===== src/hdl/rmd_pkg.sv =====
// ----------------------------------------------------------------------------
// rmd_pkg
// types and constants shared by the rounded multiply-divide pipeline
// ----------------------------------------------------------------------------
package rmd_pkg;

    localparam int WIDTH = 32;
    localparam int DIV_STEPS = 2 * WIDTH;

    typedef struct packed {
        logic        mode;
        logic [31:0] number;
        logic [31:0] numerator;
        logic [31:0] denominator;
    } rmd_in_t;

    typedef struct packed {
        logic [31:0] quotient;
        logic        divide_by_zero;
        logic        overflow;
    } rmd_out_t;

    // side information that travels with each operation
    typedef struct packed {
        logic             neg;
        logic             dz;
        logic             zp;
        logic             mode;
        logic [WIDTH-1:0] md;
    } rmd_side_t;

    // state of one long-division step
    typedef struct packed {
        logic               valid;
        rmd_side_t          side;
        logic [WIDTH-1:0]   rem;
        logic [2*WIDTH-1:0] dvq;
    } rmd_div_t;

endpackage


===== src/hdl/rmd_round.sv =====
// ----------------------------------------------------------------------------
// rmd_round
// round to nearest, apply sign, range check and output register
// ----------------------------------------------------------------------------
module rmd_round (
    input  logic              aclk,
    input  logic              aresetn,
    input  logic              en,
    input  rmd_pkg::rmd_div_t in_div,
    output logic              out_valid,
    output rmd_pkg::rmd_out_t out_data
);
    localparam int W = rmd_pkg::WIDTH;

    logic [2*W:0]      t;
    logic              up, neg;
    logic [W-1:0]      q;
    logic              valid_reg;
    rmd_pkg::rmd_out_t data_reg, data_next;

    always_comb begin
        up  = ({in_div.rem, 1'b0} >= {1'b0, in_div.side.md});
        t   = {1'b0, in_div.dvq} + {{(2*W){1'b0}}, up};
        neg = in_div.side.neg && !in_div.side.zp;
        q   = neg ? (~t[W-1:0] + 1'b1) : t[W-1:0];
        data_next = '0;
        if (in_div.side.dz) begin
            data_next.divide_by_zero = 1'b1;
        end else begin
            data_next.quotient = {{(32-W){1'b0}}, q};
            if (!in_div.side.mode) begin
                data_next.overflow = (t[2*W:W] != '0);
            end else if (neg) begin
                data_next.overflow = (t[2*W:W-1] != '0) && (t[W-2:0] != '0
                    || t[2*W:W] != '0);
            end else begin
                data_next.overflow = (t[2*W:W-1] != '0);
            end
        end
    end

    always_ff @(posedge aclk) begin
        if (!aresetn) begin
            valid_reg <= 1'b0;
        end else if (en) begin
            valid_reg <= in_div.valid;
        end
        if (en) begin
            data_reg <= data_next;
        end
    end

    assign out_valid = valid_reg;
    assign out_data  = data_reg;
endmodule


===== config.mk =====
export PLATFORM = sky130hd
export DESIGN_NAME = rmd_round
export DESIGN_NICKNAME = d
export VERILOG_FILES = /design/src/hdl/rmd_pkg.sv /design/src/hdl/rmd_round.sv
export SDC_FILE = /design/constraint.sdc
export NUM_CORES = 1
export LEC_CHECK = 0
export ABC_AREA = 1
export BUFFER_PORTS_ARGS = -buffer_cell sky130_fd_sc_hd__buf_2
export CAP_MARGIN = 20
export CORE_MARGIN = 2
export CORE_UTILIZATION = 40
export DETAILED_ROUTE_END_ITERATION = 10
export PLACE_DENSITY_LB_ADDON = 0.2
export SLEW_MARGIN = 20
export SYNTH_ARGS = -nofsm -noshare
export SYNTH_HDL_FRONTEND = slang
export SYNTH_SLANG_ARGS = --single-unit

===== constraint.sdc =====
create_clock -name aclk -period 4.7 [get_ports aclk]
set_input_delay 0.705 -clock aclk [delete_from_list [all_inputs] [get_ports aclk]]
set_output_delay 0.705 -clock aclk [all_outputs]
set_load 0.05 [all_outputs]

### Yosys cells after proc, flatten, opt, wreduce, memory -nomap -nowiden

Index checks and enable logic that the tools add are counted.

* word-level logic and storage cells: 19
* register bits: 35
* output and inout bits: 35

* $lt $le $gt $ge: 1
* add/sub/neg operators: 2
* bitwise operators: 1
* mux-type cells: 4
* reductions and logical operators: 7

Operator list (count)
* 64-bit by 1-bit adder with 65-bit output: 1
* 34-bit nonzero test: 1
* 33-bit by 32-bit >= comparator with 1-bit output: 1
* 33-bit nonzero test: 1
* 32-bit by 1-bit adder with 32-bit output (second input constant): 1
* 32-bit 2-to-1 mux: 1
* 32-bit inverter: 1
* 31-bit nonzero test: 1
* 1-bit 2-to-1 mux: 3
* 1-bit logical AND: 2
* 1-bit zero test: 1
* 1-bit logical OR: 1

### Logic depth before layout (Yosys ltp)

* depth after elaboration: 7
* mapped depth: 31

### Least setup slack after synthesis

Ideal clock, no wire load.

* path type: input -> register
* from: input port in_div[106] (netlist bit)
* to: register data_reg, in the netlist out_data[28], data pin
* data arrival time: 3592 ps
* stages: 27
* library setup time: 253 ps
* path buffers: 0
* slack: 855 ps
* required time: 4447 ps
* path through: inv_1 > ha_1 > nand2_1 > inv_1 > o21ai_0 > a21oi_1 > a2111oi_0 > o21ai_0 > nand2_1 > nand2_1 > nand2_1 > nand2_1 > ha_1 > ha_1 > inv_1 > ha_1 > nand2_1 > nor2_2 > nand3_2 > nor2_2 > nand2_2 > nor2_4 > nand2_1 > o21ai_1 > nand2_1 > nand2_1 > nor2_1

* longest elaborated chain between the ends: 5

RTL lines
* start: declaration: RTL line rmd_round.sv:9 `input rmd_pkg::rmd_div_t in_div,`
* 33-bit by 32-bit >= comparator with 1-bit output *: RTL line rmd_round.sv:22 `up = ({in_div.rem, 1'b0} >= {1'b0, in_div.side.md});`
* 64-bit by 1-bit adder with 65-bit output *: RTL line rmd_round.sv:23 `t = {1'b0, in_div.dvq} + {{(2*W){1'b0}}, up};`
* 32-bit inverter: RTL line rmd_round.sv:25 `q = neg ? (~t[W-1:0] + 1'b1) : t[W-1:0];`
* 32-bit by 1-bit adder with 32-bit output: RTL line rmd_round.sv:25
* 32-bit 2-to-1 mux *: RTL line rmd_round.sv:25
* end signal: assignment: RTL line rmd_round.sv:49 `data_reg <= data_next;`
* end: declaration: RTL line rmd_round.sv:19 `rmd_pkg::rmd_out_t data_reg, data_next;`

Mark *: on every way between the ends. The rest lies on a longest branch, timed or not.
A chain may end at the register's enable or synchronous reset.

### Final worst setup path

* from: input port in_div[73] (netlist bit)
* to: register data_reg, in the netlist out_data[33], data pin

Same word-level chain as after synthesis.

==> qor.yml <==
status: "complete, no violations"
slew_headroom_pct: 45.4
fin_area_um2: 6870
crit_path_max_fanout: 4
synthMostInstantiatedCell: "nand2_1"
met3_length_um: 1430
required_ps: 4740
async_flop_share_pct: 0
cell_internal_pwr_uw: 728
synth_commonest_cells: "330 x nand2_1, 180 x nor2_1, 133 x inv_1"
synth_top_area_share_pct: 21.9
crit_path_top_delay_cell: "ha_1"
syn-cell-area_um2: 5650
syn_inst: 995
clockBufferDepth: 2
post_cts_resized: 0
drv_cap: 0
io_pins: 171
ys_seq_area_share_pct: 18.4
rsz0062_at_grt: "no"
grt_max_degree: 37
finalCritPeriodShare_pct: 86.6
track_usage_pct: 23.7
syn-num-nets: 1165
synthAdderAreaFrac_pct: 7.52
antenna_left: 0
netSwitchingFraction_pct: 37.2
cts_hold_buf: 0
finalSetupTns_ps: 0
grt_overflow: 0
hold_violations: 0
start_util_pct: 40.9
antenna_found_initial: 0
whs_ps: 553
ir_drop_mv: 0.152
die_area_um2: 15100
ys_ff_latch: 35
n_antenna_cell: 0
synth_compound_area_share_pct: 8.52
nNetsFinal: 1338
drtIter0Drc: 558
synth_top_family_by_area: "simple AND/OR/NAND/NOR gates"
cts_buffers: 5
met2_length_um: 7980
grt_pass1_vias: 5814
fillers: 1502
switching_power_uw: 432
synth-xor-area-share_pct: 1.84
htreeDepth: 2
crit_path_frequent_cell: "nand2_1"
die_h_um: 123
die_w_um: 123
cts.clk_slew.worst_paths_ps: 50
yosysTopAreaCell: "nand2_1"
yosys-top-cells-area: "nand2_1 22%, edfxtp_1 18%, nor2_1 12%"
p_clk_share_pct: 27.8
hpwl_um: 15700
max_stage_delay_ps: 300
clock.fmax_mhz: 246
dr.pass1.iters: 6
multi_input_area_um2: 4070
wl_um: 17800
wire_per_inst_um: 13.2
power_frac_seq_pct: 32.8
root_buffer: "clkbuf_16"
clock_sinks: 35
placed_area_um2: 6720
finalCriticalPeriod_ps: 4070
post_cts_buffers: 0
cts_tree: "yes"
drt-met1-wl_um: 8010
regArea_um2: 1040
drv_slew: 0
syn_area_per_cell_um2: 5.68
top_layer: "met4"
critPathKind: "primary input to flop"
synthSimpleGateAreaFrac_pct: 54.1
yosys_warnings: 0
grt_pass1_wl_um: 27900
crit_arrival_ps: 4110
num_vias: 6631
rows: 43
core_area_um2: 13800
p_per_area_nw_per_um2: 169
fin_skew_ps: 0
synthMuxAreaShare_pct: 0
min_path_type: "flop to flop"
setup_violations: 0
place.port_buffers: 170
end_kind: "flop"
drive_gt1_share_pct: 21.7
place.gp.congestion: 1.02
synth.distinct_cells: 40
ys.flop_type: "edfxtp_1"
startpoint_type: "primary input"
area_growth_pct: 21.4
power_frac_comb_pct: 39.4
viasPerCell: 4.92
synth_edf_count: 34
clkLatencyLatePin_ps: 270
p_leak_uw: 0.00344
drc_errors: 0
worst_pin_slew_ps: 818
## state kept, by name (all words and copies together), names as in the netlist
register,flops
out_data,34
out_valid,1
## power groups by stage
stage | registers, uW | clock network [uW] | logic [uW]
2_1_floorplan | 487 | 0 | 195
3_3_place_gp | 387 | 0 | 452
3_5_place_dp | 387 | 0 | 454
4_1_cts | 381 | 327 | 456
5_1_grt | 383 | 340 | 509
6_report | 380 | 323 | 457
## per-stage QoR
step / power (uW) / instances / worst slack [ps] / util [%]
3_3_place_gp: 839 / 1341 / 391 / 48.6
2_1_floorplan: 682 / 995 / 855 / -
3_5_place_dp: 841 / 1341 / 252 / 48.6
4_1_cts: 1160 / 1349 / 563 / 49.7
6_report: 1160 / 1349 / 630 / 49.7
5_1_grt: 1230 / 1349 / 157 / 49.7
## area by class of cell
cell class | count | share of cell area [%]
tap | 180 | 3.28
clock buffer | 7 | 2.08
timing repair buffer | 172 | 12.6
inverter | 137 | 7.49
sequential | 35 | 15.2
clock inverter | 1 | 0.0729
multi-input combinational | 817 | 59.3
## cell usage in the layout, fill, tap and decap left out, types with 3 or more instances in the layout
cell type,Yosys,layout
nand2_1,330,330
nor3_1,16,16
nor2_2,22,22
a21oi_1,36,36
nor3_2,3,3
edfxtp_1,34,34
nand3b_1,4,4
xor2_1,4,4
nor2_1,180,180
buf_2,1,170
nand2_4,3,3
clkbuf_16,0,5
inv_1,133,133
nand3_2,4,4
xnor2_1,6,6
o21bai_1,4,4
nand2_2,23,23
a31oi_1,3,3
nor2_4,13,13
o21ai_1,7,7
nand4_1,27,27
ha_1,34,34
nand3_1,54,54
o21ai_0,27,27
## path summary, 6_finish.rpt
check	start	to	slack, ps	cells after the start
min	out_valid	out_valid	550	2
max reg2reg	out_valid	out_valid	4040	2
max	in_div[73]	out_data[33]	630	28
min reg2reg	out_valid	out_valid	550	2
## per-layer routing
layer  global-route usage, %  up-vias
met1                    32.9     2800
met3                    3.14       27
li1                        -     3530
met5                       0        -
met4                    7.69        0
met2                    38.1      274
## kinds of logic after synthesis
group,after synthesis
xor gates and xnor gates,11
AOI/OAI and AO/OA,87
buffers and inverters,143
and+or+nand+nor,685
adders and majority gates,34
DFF,35
## critical path: cells and delay by family
family,cells,cell delay [ps]
and+or+nand+nor,18,1600
adders and majority gates,3,750
buffers and inverters,2,130
AOI/OAI and AO/OA,4,630
xor gates and xnor gates,1,280
(Power assumes the default switching activity.)
