<file path="config.mk">
export PLATFORM = sky130hd
export DESIGN_NAME = rmd_prep
export DESIGN_NICKNAME = d
export VERILOG_FILES = /design/src/hdl/rmd_pkg.sv /design/src/hdl/rmd_prep.sv
export SDC_FILE = /design/constraint.sdc
export NUM_CORES = 2
export LEC_CHECK = 0
export BUFFER_PORTS_ARGS = -buffer_cell sky130_fd_sc_hd__buf_2
export CAP_MARGIN = 20
export CORE_MARGIN = 2
export CORE_UTILIZATION = 50
export DETAILED_ROUTE_END_ITERATION = 6
export GPL_TIMING_DRIVEN = 0
export HOLD_SLACK_MARGIN = 0.05
export PLACE_DENSITY_LB_ADDON = 0.2
export SYNTH_ARGS = -nofsm -noshare
export SYNTH_HDL_FRONTEND = slang
export SYNTH_SLANG_ARGS = --single-unit
</file>
<file path="constraint.sdc">
create_clock -name aclk -period 10.25 [get_ports aclk]
set_input_delay 0 -clock aclk [delete_from_list [all_inputs] [get_ports aclk]]
set_output_delay 0 -clock aclk [all_outputs]
set_load 0.05 [all_outputs]
</file>
<file path="src/hdl/rmd_pkg.sv">
// ----------------------------------------------------------------------------
// rmd_pkg
// types and constants shared by the rounded multiply-divide pipeline
// ----------------------------------------------------------------------------
package rmd_pkg;

    localparam int WIDTH = 32;
    localparam int DIV_STEPS = 2 * WIDTH;

    typedef struct packed {
        logic        mode;
        logic [31:0] number;
        logic [31:0] numerator;
        logic [31:0] denominator;
    } rmd_in_t;

    typedef struct packed {
        logic [31:0] quotient;
        logic        divide_by_zero;
        logic        overflow;
    } rmd_out_t;

    // side information that travels with each operation
    typedef struct packed {
        logic             neg;
        logic             dz;
        logic             zp;
        logic             mode;
        logic [WIDTH-1:0] md;
    } rmd_side_t;

    // state of one long-division step
    typedef struct packed {
        logic               valid;
        rmd_side_t          side;
        logic [WIDTH-1:0]   rem;
        logic [2*WIDTH-1:0] dvq;
    } rmd_div_t;

endpackage

</file>
<file path="src/hdl/rmd_prep.sv">
// ----------------------------------------------------------------------------
// rmd_prep
// operand magnitudes, sign of the result, then the full product
// ----------------------------------------------------------------------------
module rmd_prep (
    input  logic             aclk,
    input  logic             aresetn,
    input  logic             en,
    input  logic             in_valid,
    input  rmd_pkg::rmd_in_t in_data,
    output rmd_pkg::rmd_div_t out_div
);
    localparam int W = rmd_pkg::WIDTH;

    logic [W-1:0] a, b, d, ma, mb, md;
    logic         sgn;

    logic              v1_reg, v1_next;
    logic [W-1:0]      ma_reg, mb_reg;
    rmd_pkg::rmd_side_t side_reg, side_next;
    rmd_pkg::rmd_div_t out_reg, out_next;

    always_comb begin
        a   = in_data.number[W-1:0];
        b   = in_data.numerator[W-1:0];
        d   = in_data.denominator[W-1:0];
        sgn = in_data.mode;
        ma  = (sgn && a[W-1]) ? (~a + 1'b1) : a;
        mb  = (sgn && b[W-1]) ? (~b + 1'b1) : b;
        md  = (sgn && d[W-1]) ? (~d + 1'b1) : d;
        v1_next        = in_valid;
        side_next.mode = sgn;
        side_next.md   = md;
        side_next.dz   = (d == '0);
        side_next.zp   = (a == '0) || (b == '0);
        side_next.neg  = sgn && ((a[W-1] ^ b[W-1]) ^ d[W-1]);
    end

    always_comb begin
        out_next       = '0;
        out_next.valid = v1_reg;
        out_next.side  = side_reg;
        out_next.rem   = '0;
        out_next.dvq   = ma_reg * mb_reg;
    end

    always_ff @(posedge aclk) begin
        if (!aresetn) begin
            v1_reg        <= 1'b0;
            out_reg.valid <= 1'b0;
        end else if (en) begin
            v1_reg        <= v1_next;
            out_reg.valid <= out_next.valid;
        end
        if (en) begin
            ma_reg       <= ma;
            mb_reg       <= mb;
            side_reg     <= side_next;
            out_reg.side <= out_next.side;
            out_reg.rem  <= out_next.rem;
            out_reg.dvq  <= out_next.dvq;
        end
    end

    assign out_div = out_reg;
endmodule

</file>
=== Yosys cells after proc, flatten, opt, wreduce, memory -nomap -nowiden ===
Index checks and enable logic that the tools add are counted.

* Register bits after elaboration: 202
* Bits of input ports: 101
* Output and inout port bits: 133
* Word-level logic and storage cells: 35

* Add/sub/neg operators: 3
* Multipliers: 1
* Multiplexer cells: 3
* Bitwise logic cells: 5
* Reductions and logical operators: 8

{| class="wikitable"
|+ Operators with widths
! cell !! count
|-
| adder 32 x 1 -> 32 bit, second input constant || 3
|-
| zero test 32 bit || 3
|-
| two-way mux 32 bit || 3
|-
| inverter 32 bit || 3
|-
| multiplier 32 x 32 -> 64 bit || 1
|-
| logical AND 1 bit || 4
|-
| bitwise XOR 1 bit || 2
|-
| logical OR 1 bit || 1
|}

=== Depth between registers and ports, before layout ===
* Depth after elaboration: 3
* Gate-level depth with buffers: 29
* Gate-level depth less buffers: 27

=== Worst setup path before layout ===
No wires, ideal clock.

* Kind: flip-flop to flip-flop
* Start: register mb_reg[2]
* End: register out_reg, in the netlist out_div[60] (data pin)
* Library setup time: 0.259 ns
* Data arrival time: 6.903 ns
* Data required time: 9.991 ns
* Slack: 3.088 ns
* Cell stages (with the launch flop): 26
* Clock period less this slack: 7.162 ns
* Cell sequence: edfxtp_1 > clkbuf_1 > and2_1 > fa_1 > inv_1 > fa_1 > fa_1 > fa_1 > inv_1 > fa_1 > inv_1 > fa_1 > inv_1 > fa_1 > fa_1 > ha_1 > buf_2 > nand4_1 > nor3_1 > a221o_1 > a31oi_2 > a31o_2 > o2111a_1 > o41ai_1 > a21oi_1 > xnor2_1

{| class="wikitable"
|+ RTL lines
! element !! line !! text
|-
| start: declaration || rmd_prep.sv:19 || <nowiki>logic [W-1:0] ma_reg, mb_reg;</nowiki>
|-
| start signal: assignment || rmd_prep.sv:57 || <nowiki>mb_reg <= mb;</nowiki>
|-
| end: declaration || rmd_prep.sv:21 || <nowiki>rmd_pkg::rmd_div_t out_reg, out_next;</nowiki>
|}

==> qor_table.md <==
| Result | This run |
|:---|:---|
| Ratio of cells with drive above 1 in the final layout | 0.0649 |
| Number of storage elements in the synthesis netlist | 202 |
| Total CTS buffers | 24 |
| Sequential cell area fraction in the yosys report | 0.146 |
| # DRC | 0 |
| Netlist area before placement | 41400 sq um |
| Clock tree sinks | 202 |
| Final Setup Violations | 0 |
| Number of top-level pins | 234 |
| Endpoint type of the worst setup path | register |
| Predominant post-synthesis flop cell | sky130_fd_sc_hd__edfxtp_1 |
| Achievable clock frequency | 104 MHz |
| Mean cell area of the mapped netlist | 9.86 sq um |
| Filler cell count | 7431 |
| Number of buffers on the longest clock path | 3 |
| Largest driver fanout on the critical path | 10 |
| CTS root buffer | sky130_fd_sc_hd__clkbuf_16 |
| RSZ-0062 raised after global routing | no |
| DPL Wire Length | 121 mm |
| Max Cap Violations | 0 |
| Layout net count | 5885 |
| Data required time at the worst endpoint | 10.59 ns |
| Instance count of the mapped netlist | 4196 |
| Total of buffers placed on input and output ports | 201 |
| Kind of start point of the critical path | register |
| Core Area | 82000 sq um |
| CTS tree | yes |
| Maximum number of pins on one net before global-route repair | 122 |
| Final worst path period share | 0.942 |
| Clock Skews | 0.0367 ns |
| Crit Path Class | reg2reg |
| Number of flops mapped to enable cells by yosys | 200 |
| Wire per inst | 25.7 um |
| Die Span Y | 292 um |
| Max-slew violation total from the final report | 0 |
| Total length of routed wires | 147 mm |
| Effective utilization at floorplan | 0.505 |
| Warnings from Yosys | 0 |
| Overall via count from detail_route | 31514 |
| Global-route wire length before repair | 214 mm |
| Initial drt markers | 2643 |
| Arr. time, crit path | 10.00 ns |
| Number of vias per cell | 5.51 |
| Area grow syn2layout | 12.3% |
| Router iterations before antenna repair | 5 |
| Most frequent standard cell in the layout excluding fill and tap cells | sky130_fd_sc_hd__fa_1 |
| Total Routing Usage GR | 0.351 |
| Relative slew margins | 0.182 |
| Async set-or-reset flop fraction in the synthesized netlist | 0 |
| Hold Crit Class | in2reg |
| Post-CTS resize count | 0 |
| Register clock-pin slew on the reported worst setup and hold paths | 0.07 ns |
| Via count of the first global-routing pass | 32831 |
| Register-to-register setup slack | 0.59 ns |
| Worst slew pin tran | 1.23 ns |
| Number of hold violations in the final report | 0 |
| Fin crit period | 9.66 ns |
| Die outline area | 85100 sq um |
| Placer congestion estimate | 1.03 |
| H-Tree Depth | 1 |
| Worst-Skew Late Latency | 0.61 ns |
| Commonest cells after routing, fill and taps aside | 896 x sky130_fd_sc_hd__fa_1, 856 x sky130_fd_sc_hd__inv_1, 606 x sky130_fd_sc_hd__and2_1 |
| Standard-cell row count | 105 |
| Run status | complete, no violations |
| Count of cell types in the netlist | 71 |
| Number of nets still failing antenna checks after routing | 0 |
| Gr ovfl total | 0 |
| Largest register FFs | 101 |
| Number of antenna violations at the first check in global routing | 11 |
| Setup TNS | 0 ns |
| DIE WIDTH | 292 um |
-- area by class of cell --
class / count / area, sq um / area share
antenna: 8 / 20.0 / 0.000431
buffer: 255 / 1090 / 0.0234
clock buffer: 32 / 661 / 0.0142
clock inverter: 12 / 220 / 0.00474
inverter: 856 / 3210 / 0.0692
multi-input combinational: 2914 / 31200 / 0.671
sequential: 202 / 6050 / 0.130
tap: 1070 / 1340 / 0.0288
timing repair buffer: 369 / 2720 / 0.0584
-- timing repair --
item / in CTS / in global routing
hold buffers: 167 / 0
setup endpoints to repair: 0 / 0
hold endpoints to repair: 174 / 0
buffers inserted: 0 / 0
-- stage by stage --
| stage | cell area (sq um) | instances | util | setup WS, ns | hold slack, ns |
|---|---|---|---|---|---|
| after floorplan | 41500 | 4227 | - | 3.09 | 0.0989 |
| after global placement | 43800 | 5498 | 0.535 | 0.771 | 0.195 |
| after detailed placement | 43900 | 5499 | 0.535 | 0.772 | 0.198 |
| after CTS | 46400 | 5710 | 0.566 | 0.730 | 0.117 |
| after global routing | 46400 | 5711 | 0.566 | 0.473 | 0.111 |
| final | 46500 | 5718 | 0.567 | 0.590 | 0.128 |
-- worst max-delay path, stage by stage, from the launching register on --
cell and delay (ns):
sky130_fd_sc_hd__edfxtp_1 0.74, sky130_fd_sc_hd__clkbuf_1 0.87, sky130_fd_sc_hd__nand2_1 0.19, sky130_fd_sc_hd__fa_1 0.58
sky130_fd_sc_hd__inv_1 0.05, sky130_fd_sc_hd__fa_1 0.50, sky130_fd_sc_hd__inv_1 0.06, sky130_fd_sc_hd__fa_1 0.53
sky130_fd_sc_hd__inv_1 0.05, sky130_fd_sc_hd__fa_1 0.45, sky130_fd_sc_hd__fa_1 0.51, sky130_fd_sc_hd__fa_1 0.43
sky130_fd_sc_hd__fa_1 0.55, sky130_fd_sc_hd__fa_1 0.44, sky130_fd_sc_hd__ha_1 0.28, sky130_fd_sc_hd__clkbuf_1 0.32
sky130_fd_sc_hd__nand2_1 0.12, sky130_fd_sc_hd__nor3_1 0.55, sky130_fd_sc_hd__nand4b_1 0.15, sky130_fd_sc_hd__a21oi_1 0.72
sky130_fd_sc_hd__o31ai_1 0.24, sky130_fd_sc_hd__o21ai_1 0.39, sky130_fd_sc_hd__a31oi_1 0.23, sky130_fd_sc_hd__o31ai_1 0.34
sky130_fd_sc_hd__xnor2_1 0.12
-- logic make-up (layout without fill, tap and decap cells) --
kind of cell | Yosys count | after routing | synth area share
and+or+nand+nor | 1295 | 1295 | 0.162
adders and majority gates | 1162 | 1162 | 0.514
buffers and inverters | 1111 | 1524 | 0.104
AOI/OAI and AO/OA | 274 | 274 | 0.0421
DFF | 202 | 202 | 0.146
xor gates and xnor gates | 149 | 149 | 0.0315
muxes | 2 | 2 | 0.000484
other | 1 | 40 | 0.0000906
-- path summary, 6_finish.rpt --
kind | start | end | depth (start not counted)
hold reg to reg | out_next[110] | out_div[110] | 0
setup / recovery | ma_reg[7] | out_div[63] | 24
hold / removal | in_data[96] | out_next[128] | 2
setup reg to reg | ma_reg[7] | out_div[63] | 24
-- routing by layer --
metal,up-vias,track usage,share of wire
li1,13371,-,-
met4,2,0.234,0.083
met1,16244,0.437,0.37
met5,-,0,0.000082
met2,1466,0.566,0.47
met3,431,0.0583,0.076
-- cells in the mapped netlist, types with 5 or more instances --
cell | count | share of area
sky130_fd_sc_hd__fa_1 | 896 | 0.43
sky130_fd_sc_hd__inv_1 | 856 | 0.078
sky130_fd_sc_hd__and2_1 | 606 | 0.092
sky130_fd_sc_hd__nand2_1 | 508 | 0.046
sky130_fd_sc_hd__ha_1 | 266 | 0.080
sky130_fd_sc_hd__clkbuf_1 | 213 | 0.019
sky130_fd_sc_hd__edfxtp_1 | 200 | 0.15
sky130_fd_sc_hd__a21oi_1 | 104 | 0.013
sky130_fd_sc_hd__xnor2_1 | 80 | 0.017
sky130_fd_sc_hd__xor2_1 | 69 | 0.015
sky130_fd_sc_hd__nor2_1 | 62 | 0.0056
sky130_fd_sc_hd__o21ai_0 | 51 | 0.0062
sky130_fd_sc_hd__buf_4 | 32 | 0.0058
sky130_fd_sc_hd__a21o_1 | 31 | 0.0056
sky130_fd_sc_hd__nor3_1 | 27 | 0.0033
sky130_fd_sc_hd__nand4_1 | 21 | 0.0032
sky130_fd_sc_hd__nor2b_1 | 13 | 0.0020
sky130_fd_sc_hd__o31ai_1 | 12 | 0.0022
sky130_fd_sc_hd__nor4_1 | 11 | 0.0017
sky130_fd_sc_hd__a31oi_1 | 9 | 0.0014
sky130_fd_sc_hd__nand3_1 | 9 | 0.0011
sky130_fd_sc_hd__o21bai_1 | 9 | 0.0016
sky130_fd_sc_hd__or4_1 | 9 | 0.0016
sky130_fd_sc_hd__buf_2 | 8 | 0.00097
sky130_fd_sc_hd__a211oi_1 | 7 | 0.0013
sky130_fd_sc_hd__o41ai_1 | 7 | 0.0015
sky130_fd_sc_hd__a21boi_0 | 6 | 0.0011
sky130_fd_sc_hd__and3_1 | 5 | 0.00076
sky130_fd_sc_hd__nand2b_1 | 5 | 0.00076
Power is left out: the tool's default activity adds up to more than one toggle a clock period on the data nets, which glitch-free logic cannot reach.
