[src/hdl/rmd_pkg.sv]
// ----------------------------------------------------------------------------
// rmd_pkg
// types and constants shared by the rounded multiply-divide pipeline
// ----------------------------------------------------------------------------
package rmd_pkg;

    localparam int WIDTH = 32;
    localparam int DIV_STEPS = 2 * WIDTH;

    typedef struct packed {
        logic        mode;
        logic [31:0] number;
        logic [31:0] numerator;
        logic [31:0] denominator;
    } rmd_in_t;

    typedef struct packed {
        logic [31:0] quotient;
        logic        divide_by_zero;
        logic        overflow;
    } rmd_out_t;

    // side information that travels with each operation
    typedef struct packed {
        logic             neg;
        logic             dz;
        logic             zp;
        logic             mode;
        logic [WIDTH-1:0] md;
    } rmd_side_t;

    // state of one long-division step
    typedef struct packed {
        logic               valid;
        rmd_side_t          side;
        logic [WIDTH-1:0]   rem;
        logic [2*WIDTH-1:0] dvq;
    } rmd_div_t;

endpackage

[src/hdl/rmd_div_stage.sv]
// ----------------------------------------------------------------------------
// rmd_div_stage
// one registered restoring-division step, one quotient bit
// ----------------------------------------------------------------------------
module rmd_div_stage (
    input  logic              aclk,
    input  logic              aresetn,
    input  logic              en,
    input  rmd_pkg::rmd_div_t in_div,
    output rmd_pkg::rmd_div_t out_div
);
    localparam int W = rmd_pkg::WIDTH;

    logic [W:0]        trial;
    logic [W:0]        diff;
    logic              ge;
    rmd_pkg::rmd_div_t st_reg, st_next;

    always_comb begin
        trial   = {in_div.rem, in_div.dvq[2*W-1]};
        diff    = trial - {1'b0, in_div.side.md};
        ge      = (trial >= {1'b0, in_div.side.md});
        st_next = in_div;
        st_next.rem = ge ? diff[W-1:0] : trial[W-1:0];
        st_next.dvq = {in_div.dvq[2*W-2:0], ge};
    end

    always_ff @(posedge aclk) begin
        if (!aresetn) begin
            st_reg.valid <= 1'b0;
        end else if (en) begin
            st_reg.valid <= st_next.valid;
        end
        if (en) begin
            st_reg.side <= st_next.side;
            st_reg.rem  <= st_next.rem;
            st_reg.dvq  <= st_next.dvq;
        end
    end

    assign out_div = st_reg;
endmodule

[config.mk]
export PLATFORM = sky130hd
export DESIGN_NAME = rmd_div_stage
export DESIGN_NICKNAME = d
export VERILOG_FILES = /design/src/hdl/rmd_pkg.sv /design/src/hdl/rmd_div_stage.sv
export SDC_FILE = /design/constraint.sdc
export NUM_CORES = 1
export LEC_CHECK = 0
export BUFFER_PORTS_ARGS = -buffer_cell sky130_fd_sc_hd__buf_4
export CORE_UTILIZATION = 36
export CTS_CLUSTER_DIAMETER = 30
export DETAILED_ROUTE_END_ITERATION = 10
export GPL_TIMING_DRIVEN = 0
export MAX_ROUTING_LAYER = met4
export PLACE_DENSITY_LB_ADDON = 0.25
export SYNTH_ARGS = -nofsm -noshare
export SYNTH_HDL_FRONTEND = slang
export SYNTH_SLANG_ARGS = --single-unit
[constraint.sdc]
create_clock -name aclk -period 5.5 [get_ports aclk]
set_input_delay 0.275 -clock aclk [delete_from_list [all_inputs] [get_ports aclk]]
set_output_delay 0.275 -clock aclk [all_outputs]
set_load 0.02 [all_outputs]
Yosys cells after proc, flatten, opt, wreduce, memory -nomap -nowiden:

Index checks and enable logic that the tools add are counted.

* latch bits: 0
* input bits: 136
* logic and storage cells: 11
* memory bits (read-only): 0
* output and inout port bits: 133
* register bits after elaboration: 133
* RAM bits: 0
* memories kept: 0

* add/sub/neg operators: 1
* multipliers: 0
* eq/ne operators: 0
* bitwise operators: 0
* mux-type cells: 1
* $lt $le $gt $ge: 1
* shift-type cells: 0
* divide/modulo/power cells: 0
* reduce and logical (&&, ||, !) cells: 0

Operators with widths (number)
* 33-bit by 32-bit greater-or-equal comparator with 1-bit output: 1
* 32-bit two-way mux: 1
* 32-bit subtractor: 1

Logic depth before layout (Yosys ltp):

Gate-level depths: netlist (run 1).

* word-level depth: 2
* depth in mapped cells: 13
* gate-level depth less buffers: 12

Least setup slack after synthesis (run 1):

Ideal clock, no wire load.

* kind: input to register
* start point: input in_div[103] (netlist name)
* end point: register st_reg, in the netlist out_div[77], data pin
* path slack: 2.454 ns
* data arrival time: 2.784 ns
* path buffers: 2
* stages: 12
* library setup time: 0.262 ns
* data required time: 5.238 ns
* cells stage by stage: inv_1 ha_1 buf_2 nand4_1 or4_1 a21oi_1 nor3_1 a211oi_2 o21ai_2 o31ai_4 buf_4 mux2_1

RTL lines
* from (decl): RTL line rmd_div_stage.sv:9 `input rmd_pkg::rmd_div_t in_div,`
* to (decl): RTL line rmd_div_stage.sv:17 `rmd_pkg::rmd_div_t st_reg, st_next;`

==> results.yml, run 1 <==
timing:
  period_share_pct: 59.69
  final-max-slew-violation-count: 0
  final_setup_tns_ns: 0
  relSlewSlack_pct: 63.34
  max_clock_freq_mhz: 304.6
  worst-slew-pin-transition_ns: 0.5499
  setup_viol_count_final: 0
  final-hold-violation-count: 0
  clock_skew_ns: 0
  finalWorstPathRequiredPeriod_ns: 3.283
  rsz0062_at_grt: "no"
die:
  core.rowCount: 47
  die_w_um: 133.3
  pin_count: 269
  core_mm2: 0.01670
  die_h_um: 133.3
  dieArea_mm2: 0.01777
  start_util_pct: 37.17
placement:
  final_weighted_congestion_of_routability_driven_global_placement: 0.8215
  io_buffers: 268
  detailed_place_hpwl_mm: 13.49
clock_network:
  clockBufferDepth: 2
  numCtsBuffers: 17
  cts_hold_buf: 0
  cts.sink_count: 133
  clk_pin_slew_ns: 0.06
  post_cts_resize_count: 0
  cts_max_level: 4
  tritoncts_clock_tree: "done"
  cts_root_buffer: "sky130_fd_sc_hd__clkbuf_16"
  clk_latency_ns: 0.42
  post_cts.repair.setup_buffers: 0
run:
  cap_violations: 0
yosys:
  syn_avg_cell_area_um2: 12.99
  yosys_most_used_dff: "sky130_fd_sc_hd__edfxtp_1"
  synth_edf_count: 132
  synth_seq_cells: 133
  mappedNetlistArea_mm2: 0.006207
  ys_types: 48
  syn_inst: 478
  synth.yosys.seq_area_share_pct: 64.18
  ys_warn_count: 0
  synthArstFlopShare_pct: 0
  synth_fp_nets: 647
status:
  outcome: "finished with violations"
  violated_checks: "DRC"
setup_path:
  rr_startpoint: "out_div[132]"
  cpMaxStageDelayCell: "sky130_fd_sc_hd__o31ai_4"
  critical_path_required_ns: 5.68
  timing.critical_path.fanout_max: 10
  worstSetupPathType: "primary input to flip-flop"
  worst_path_largest_cell_delay_ns: 0.53
  cp-startpoint: "in_div[107]"
  critical_path_arrival_ns: 3.46
  cp-start-kind: "primary input"
  worst_setup_path_end_kind: "flip-flop"
  critical_path.cell_chain: "buf_4, inv_1, ha_1, clkbuf_1, nand4_1, or4_1, a21oi_1, nor3_1, a211oi_2, o21ai_2, o31ai_4, buf_4, mux2_1"
  critical_path.most_common_cell: "sky130_fd_sc_hd__buf_4"
route:
  wl_per_cell_um: 17.42
  route.antenna.remaining_nets: 0
  drt_iter0_markers: 277
  drc: 4
  detail_route.first_pass.iterations: 9
  drt_wl_total_mm: 17.40
  via_count: 4830
  routed_via_density: 4.835
global_route:
  grt_usage_pct: 20.41
  global_route.overflow_total: 0
  grt_start_max_net_pins: 95
  antenna_found_initial: 0
  grt_pass1_wl_mm: 26.34
  grt_pass1_vias: 4809
finish:
  area_overhead_vs_synth_pct: 46.93
  layout_commonest_cell: "sky130_fd_sc_hd__buf_4"
  net_count_of_the_finished_layout: 935
  commonest_cells_after_routing_fill_and_taps_aside: "sky130_fd_sc_hd__buf_4 (270), sky130_fd_sc_hd__edfxtp_1 (132), sky130_fd_sc_hd__a21oi_1 (54)"
  antenna_cells_inserted: 0
  fraction_of_layout_cells_with_a_size_suffix_above_1_pct: 41.46
  largest_register_ffs: 133
power_and_ir_drop:
  power.total_w: 0.003088
  power-per-cell-area_mw_per_mm2: 338.6
  power.ir.vdd_worst_mv: 0.2052
  power_leakage_nw: 3.990
hold_path:
  holdCritPathClass: "primary input to flip-flop"
  min-delay-start: "in_div[21]"
==> power by group <==
part / leakage [nW] / internal (W) / switching (W)
clock: 0.279 / 0.000682 / 0.000470
sequential: 1.30 / 0.00124 / 0.0000275
combinational: 2.41 / 0.000299 / 0.000375
total: 3.99 / 0.00222 / 0.000872
==> layout make-up <==
cell class,count,area [µm²]
plain buffers,17,86.33
clock buffers,18,429.2
clock inverters,14,165.2
fillers,1475,7581
inverters,38,142.6
multi-input cells,290,1994
flip-flops and latches,133,3984
well taps,220,275.3
repair buffers,269,2043
==> synthesized netlist by cell type (all sizes together), types with 3 or more instances <==
library cell | number | area [µm²]
nand2 | 27 | 101.4
clkbuf | 6 | 23.77
xor2 | 11 | 96.34
nand3 | 8 | 40.04
xnor2 | 16 | 140.1
buf | 11 | 62.56
ha | 32 | 400.4
o211ai | 4 | 30.03
edfxtp | 132 | 3964
o21ai | 17 | 88.84
nor2 | 36 | 135.1
a21oi | 54 | 270.3
a211oi | 4 | 35.03
nand2b | 4 | 25.02
o21bai | 3 | 22.52
a31oi | 5 | 31.28
mux2i | 3 | 30.03
inv | 38 | 142.6
a21o | 12 | 90.09
o21a | 6 | 45.04
nor4 | 4 | 25.02
nor2b | 3 | 18.77
nand4 | 7 | 43.79
mux2 | 10 | 112.6
==> final timing paths <==
kind                        to  slack [ns]  depth (start not counted)
setup reg to reg  out_div[132]        4.89                          2
hold / removal     out_div[22]        0.03                          1
hold reg to reg   out_div[132]        0.55                          2
setup / recovery   out_div[90]        2.22                         13
==> through the flow <==
step	hold slack, ns	std cells	setup WS, ns	utilization (%)	instance area, µm²
2_1_floorplan	0.3739	478	2.454	-	6207
3_3_place_gp	0.4540	966	1.713	50.86	8494
3_5_place_dp	0.4544	967	1.736	51.05	8526
4_1_cts	0.009178	999	2.185	54.61	9120
5_1_grt	0.006451	999	1.912	54.61	9120
6_report	0.02519	999	2.217	54.61	9120
==> metal layers <==
metal | share of wire, % | vias up | wire [µm] | track usage [%]
met5 | 0 | - | 0 | -
met4 | 2.1 | 0 | 363 | 8.649
met3 | 8.1 | 26 | 1411 | 6.279
met2 | 49 | 209 | 8516 | 32.52
met1 | 41 | 2238 | 7106 | 23.85
li1 | - | 2357 | - | -
==> cell families after synthesis <==
family / after synthesis / synth area share, %
buffers and inverters: 55 / 3.689
XOR/XNOR: 27 / 3.810
AND/OR/NAND/NOR: 99 / 7.398
multiplexers: 13 / 2.298
adder cells (fa/ha/maj): 33 / 6.773
flip-flops: 133 / 64.18
AO/OA/AOI/OAI: 118 / 11.85
==> critical path, delay by kind of cell <==
kind	cells	cell delay, ns
mux	1	0.33
buf+inv	4	0.74
compound gates	4	1.08
simple gates	3	0.76
fa+ha+maj	1	0.25
(Power assumes the default switching activity.)
==> run 2: changes to the inputs <==
==> constraint.sdc (replaced) <==
create_clock -name aclk -period 2.9 [get_ports aclk]
set_input_delay 0.145 -clock aclk [delete_from_list [all_inputs] [get_ports aclk]]
set_output_delay 0.145 -clock aclk [all_outputs]
set_load 0.02 [all_outputs]
==> run 2 against run 1 <==
The run now ends clean. Critical path depth unchanged. Setup slack worse by 2.1 ns. Global-route usage is 2.9 points higher. Non-clock buffer count increased by 103. Via count grew 9.9%. Sequential cell count did not move. Core utilization is 6.8 points higher. Largest cell class unchanged. Largest power group unchanged.
==> results.yml, run 2 (same netlist as run 1, synthesis figures left out) <==
status:
  outcome: "finished clean"
route:
  wirelength_met1_mm: 7.875
  route.antenna.remaining_nets: 0
  routed_via_density: 4.819
  via_count: 5310
  drt_iter0_markers: 304
  detail_route.first_pass.iterations: 4
  drt_wl_total_mm: 19.80
  drc: 0
  met2_wirelength_mm: 10.08
  wl_met3_mm: 1.330
  wl_per_cell_um: 17.97
  routed.top_layer: "met4"
power_and_ir_drop:
  power_leakage_nw: 4.455
  power.ir.vdd_worst_mv: 0.4314
  power-per-cell-area_mw_per_mm2: 587.5
timing:
  finalWorstPathRequiredPeriod_ns: 2.746
  relSlewSlack_pct: 69.71
  setup_viol_count_final: 0
  rsz0062_at_grt: "no"
  max_clock_freq_mhz: 364.1
  period_share_pct: 94.70
  hold_slack_ns: 0.03755
  final-max-slew-violation-count: 0
  clock_skew_ns: 0
  worst-slew-pin-transition_ns: 0.4544
  final-hold-violation-count: 0
clock_network:
  clockBufferDepth: 2
  clk_pin_slew_ns: 0.06
  cts_max_level: 4
  cts.sink_count: 133
  cts_root_buffer: "sky130_fd_sc_hd__clkbuf_16"
  clk_latency_ns: 0.41
  tritoncts_clock_tree: "done"
  numCtsBuffers: 17
setup_path:
  crit_buf_inv: 4
  critPathTopFamily: "compound AO/OA/AOI/OAI gates"
  critical_path_arrival_ns: 2.91
  timing.critical_path.fanout_max: 7
  cp-start-kind: "primary input"
  worst_setup_path_end_kind: "flip-flop"
  setup.reg_to_reg.worst_slack_ns: 1.67
  reg2regPathDepth: 3
  rr_startpoint: "out_div[132]"
  worst_path_largest_cell_delay_ns: 0.55
  r2r-end: "out_div[132]"
  cpMaxStageDelayCell: "sky130_fd_sc_hd__or4_1"
  worstSetupPathType: "primary input to flip-flop"
  critical_path.cell_chain: "buf_4, ha_1, buf_2, nand4_1, or4_1, a21oi_2, nor3_2, a211oi_2, o21ai_4, o31ai_4, buf_6, buf_12, mux2_2"
  critical_path_required_ns: 3.07
global_route:
  global_route.overflow_total: 0
  grt_usage_pct: 23.31
  grt_pass1_wl_mm: 30.44
  grt_start_max_net_pins: 90
  antenna_found_initial: 0
  grt_pass1_vias: 5528
finish:
  finish.utilization_pct: 61.42
  commonest_cells_after_routing_fill_and_taps_aside: "sky130_fd_sc_hd__buf_4 (271), sky130_fd_sc_hd__edfxtp_1 (132), sky130_fd_sc_hd__dlygate4sd3_1 (101)"
  antenna_cells_inserted: 0
  multi_input_logic_area_mm2: 0.002067
  fraction_of_layout_cells_with_a_size_suffix_above_1_pct: 38.32
  n_fill_cell: 1348
  regArea_mm2: 0.003984
  largest_register_ffs: 133
  layout_commonest_cell: "sky130_fd_sc_hd__buf_4"
  net_count_of_the_finished_layout: 1038
  area_overhead_vs_synth_pct: 65.27
run:
  cap_violations: 0
die:
  pin_count: 269
  die_w_um: 133.3
  start_util_pct: 37.17
  dieArea_mm2: 0.01777
  die_h_um: 133.3
  core.rowCount: 47
  core_mm2: 0.01670
hold_path:
  holdCritPathClass: "primary input to flip-flop"
  hold-path-endpoint: "out_div[94]"
  worst_hold_path.num_cells: 2
  min-delay-start: "in_div[93]"
placement:
  io_buffers: 268
  detailed_place_hpwl_mm: 13.53
  final_weighted_congestion_of_routability_driven_global_placement: 0.8456
[run 2: cell count changes in the layout (fill, tap and decap cells not counted), sizes merged]
cell         before  now
dlygate4sd3       0  101
clkinvlp          4    2
clkbuf           24   26
clkinv            0    3
inv              46   45
[run 2: stage by stage]
step	setup TNS [ns]	worst slack [ns]	total power, W	instances	area, µm²
finish	0	0.1537	0.006027	1102	10260
global route	0	0.01949	0.006269	1102	10260
CTS	0	0.05061	0.006026	1102	10170
detailed placement	-18.62	-0.6659	0.003721	967	8526
global placement	-19.16	-0.6681	0.003701	966	8494
floorplan	0	0.02909	0.003116	478	6207
[run 2: metal layers]
metal | vias to the layer above | track usage [%]
met5 | - | -
met4 | 0 | 8.460
met3 | 31 | 6.811
met2 | 196 | 39.12
met1 | 2512 | 26.34
li1 | 2571 | -
[run 2: how the worst max path moves through the flow]
stage,depth (start not counted),endpoint,slack (ns),from
3_3_place_gp,13,out_div[90],-0.67,in_div[108]
4_1_cts,13,out_div[94],0.05,in_div[63]
2_1_floorplan,12,out_div[77],0.03,in_div[103]
5_1_grt,13,out_div[74],0.02,in_div[70]
6_report,13,out_div[67],0.15,in_div[70]
3_5_place_dp,13,out_div[77],-0.67,in_div[108]
[run 2: where the power goes]
| group | switching, W | internal [W] | total, W | leakage [nW] |
|---|---|---|---|---|
| registers | 0.0000610 | 0.00235 | 0.00241 | 1.30 |
| logic | 0.000760 | 0.000678 | 0.00144 | 2.87 |
| clock network | 0.000887 | 0.00130 | 0.00218 | 0.286 |
| total | 0.00171 | 0.00432 | 0.00603 | 4.46 |
[run 2: timing repair]
action / 4_1_cts / 5_1_grt
buffers inserted: 2 / 2
pin swaps: 1 / 8
gates resized for setup: 3 / 17
hold buffers: 101 / 0
endpoints found under the setup margin: 26 / 32
endpoints found under the hold margin: 100 / 0
[run 2: cell type report]
cell class,count,area share [%]
plain buffers,15,0.9025
clock buffers,18,4.183
flip-flops and latches,133,38.83
repair buffers,374,30.22
well taps,220,2.683
clock inverters,14,1.634
multi-input cells,290,20.15
inverters,38,1.390
==> run 3: changes to the inputs <==
--- a/config.mk
+++ b/config.mk
@@ -12,6 +12,7 @@
 export GPL_TIMING_DRIVEN = 0
 export MAX_ROUTING_LAYER = met4
 export PLACE_DENSITY_LB_ADDON = 0.25
+export RECOVER_POWER = 100
 export SYNTH_ARGS = -nofsm -noshare
 export SYNTH_HDL_FRONTEND = slang
 export SYNTH_SLANG_ARGS = --single-unit
==> run 3 against run 2 <==
First-iteration DRC count is 6.3% lower. Via count grew 0.83%. Critical path depth did not move. Fmax shrank 0.42%. Count of clock-buffer cells in the layout did not move.
==> results.yml, run 3 (same netlist as run 1, synthesis figures left out) <==
setup_path:
  cp-start-kind: "primary input"
  setup.reg_to_reg.worst_slack_ns: 1.67
  critPathTopFamily: "compound AO/OA/AOI/OAI gates"
  critical_path.cell_chain: "buf_4, inv_1, ha_1, fa_2, nand2b_1, a21oi_2, o21ai_2, o311a_1, a31oi_4, a21oi_2, o41ai_2, xor2_1, mux2_1"
  worst_path_largest_cell_delay_ns: 0.42
  r2r-end: "out_div[132]"
  critical_path_required_ns: 3.07
  worstSetupPathType: "primary input to flip-flop"
  cp.depth: 13
  rr_startpoint: "out_div[132]"
  worst_setup_path_end_kind: "flip-flop"
  critical_path_arrival_ns: 2.92
  crit_buf_inv: 2
  timing.critical_path.fanout_max: 4
  critical_path.most_common_cell: "sky130_fd_sc_hd__a21oi_2"
  cpMaxStageDelayCell: "sky130_fd_sc_hd__o311a_1"
  reg2regPathDepth: 3
power_and_ir_drop:
  power.total_w: 0.005860
  power.ir.vdd_worst_mv: 0.4336
  power_leakage_nw: 3.915
  power-per-cell-area_mw_per_mm2: 603.7
hold_path:
  min-delay-start: "in_div[93]"
  holdCritPathClass: "primary input to flip-flop"
  hold-path-endpoint: "out_div[94]"
  worst_hold_path.num_cells: 2
route:
  drt_iter0_markers: 285
  drc: 0
  routed_via_density: 4.858
  detail_route.first_pass.iterations: 7
  via_count: 5354
  drt_wl_total_mm: 19.81
  wl_per_cell_um: 17.97
  route.antenna.remaining_nets: 0
finish:
  net_count_of_the_finished_layout: 1038
  multi_input_logic_area_mm2: 0.002056
  n_fill_cell: 1526
  final_cell_count_no_fill: 1102
  layout_commonest_cell: "sky130_fd_sc_hd__clkbuf_1"
  fraction_of_layout_cells_with_a_size_suffix_above_1_pct: 21.88
  largest_register_ffs: 133
  commonest_cells_after_routing_fill_and_taps_aside: "sky130_fd_sc_hd__clkbuf_1 (148), sky130_fd_sc_hd__edfxtp_1 (132), sky130_fd_sc_hd__dlygate4sd3_1 (101)"
  regArea_mm2: 0.003984
  area_overhead_vs_synth_pct: 56.38
  antenna_cells_inserted: 0
clock_network:
  numCtsBuffers: 17
  cts_max_level: 4
  cts.sink_count: 133
  cts_root_buffer: "sky130_fd_sc_hd__clkbuf_16"
  tritoncts_clock_tree: "done"
  clockBufferDepth: 2
  clk_latency_ns: 0.41
  clk_pin_slew_ns: 0.06
global_route:
  antenna_found_initial: 0
  global_route.overflow_total: 0
  grt_usage_pct: 23.31
  grt_start_max_net_pins: 90
  grt_pass1_wl_mm: 30.44
  grt_pass1_vias: 5528
timing:
  clock_skew_ns: 0
  final-hold-violation-count: 0
  relSlewSlack_pct: 69.80
  slack_of_the_critical_path_ns: 0.1420
  rsz0062_at_grt: "no"
  worst-slew-pin-transition_ns: 0.4530
  finalWorstPathRequiredPeriod_ns: 2.758
  final_setup_tns_ns: 0
  period_share_pct: 95.10
  setup_viol_count_final: 0
  final-max-slew-violation-count: 0
  max_clock_freq_mhz: 362.6
die:
  core.rowCount: 47
  core_mm2: 0.01670
  pin_count: 269
  start_util_pct: 37.17
  die_h_um: 133.3
  die_w_um: 133.3
  dieArea_mm2: 0.01777
run:
  cap_violations: 0
placement:
  pre_cts_slack_ns: -0.6659
  final_weighted_congestion_of_routability_driven_global_placement: 0.8456
  detailed_place_hpwl_mm: 13.53
  io_buffers: 268
  numPlacedInstances: 967
status:
  outcome: "finished clean"
==> run 3: changes by cell type in the layout (fill, tap and decap cells not counted), sizes merged <==
| cell | before | now |
|---|---|---|
| buf | 280 | 52 |
| clkbuf | 26 | 254 |
==> run 3: worst reg2reg max path, cell delays in order, from the launching register on <==
cell                            delay, ns
sky130_fd_sc_hd__dfxtp_1             0.32
sky130_fd_sc_hd__mux2i_1             0.16
sky130_fd_sc_hd__nor2b_1             0.07
sky130_fd_sc_hd__dlygate4sd3_1       0.57
==> run 3: how the worst max path moves through the flow <==
stage           startpoint          end
6_report        in_div[63]  out_div[94]
5_1_grt         in_div[63]  out_div[94]
4_1_cts         in_div[63]  out_div[94]
3_5_place_dp   in_div[108]  out_div[77]
3_3_place_gp   in_div[108]  out_div[90]
2_1_floorplan  in_div[103]  out_div[77]
==> run 3: metrics by stage <==
stage / hold WS [ns] / utilization [%] / cell area [µm²]
final: 0.02859 / 58.12 / 9707
after global routing: 0.02209 / 58.12 / 9707
after CTS: 0.01470 / 60.92 / 10170
after detailed placement: 0.3245 / 51.05 / 8526
after global placement: 0.3241 / 50.86 / 8494
after floorplan: 0.2439 / - / 6207
==> run 3: cell type report <==
type                    count  area share, %
flip-flops and latches    133          41.04
inverters                  38          1.469
plain buffers              15         0.9539
well taps                 220          2.836
repair buffers            374          26.37
multi-input cells         290          21.18
clock inverters            14          1.727
clock buffers              18          4.421
==> run 3: routing by layer <==
metal,up-vias,track usage [%],share of wire (%)
li1,2565,-,-
met1,2530,26.34,40
met2,218,39.12,50
met3,41,6.811,7.7
met4,0,8.460,2.9
met5,-,-,0
==> run 3: timing repair <==
action	4_1_cts	5_1_grt
gates resized for setup	3	17
setup buffers	2	2
endpoints found under the hold margin	100	0
pin swaps	1	8
hold buffers	101	0
endpoints found under the setup margin	26	32
==> run 3: where the power goes <==
part           leakage [nW]  switching, W  internal (W)
Clock                 0.286      0.000890       0.00130
Combinational          2.33      0.000758      0.000515
Sequential             1.30     0.0000573       0.00234
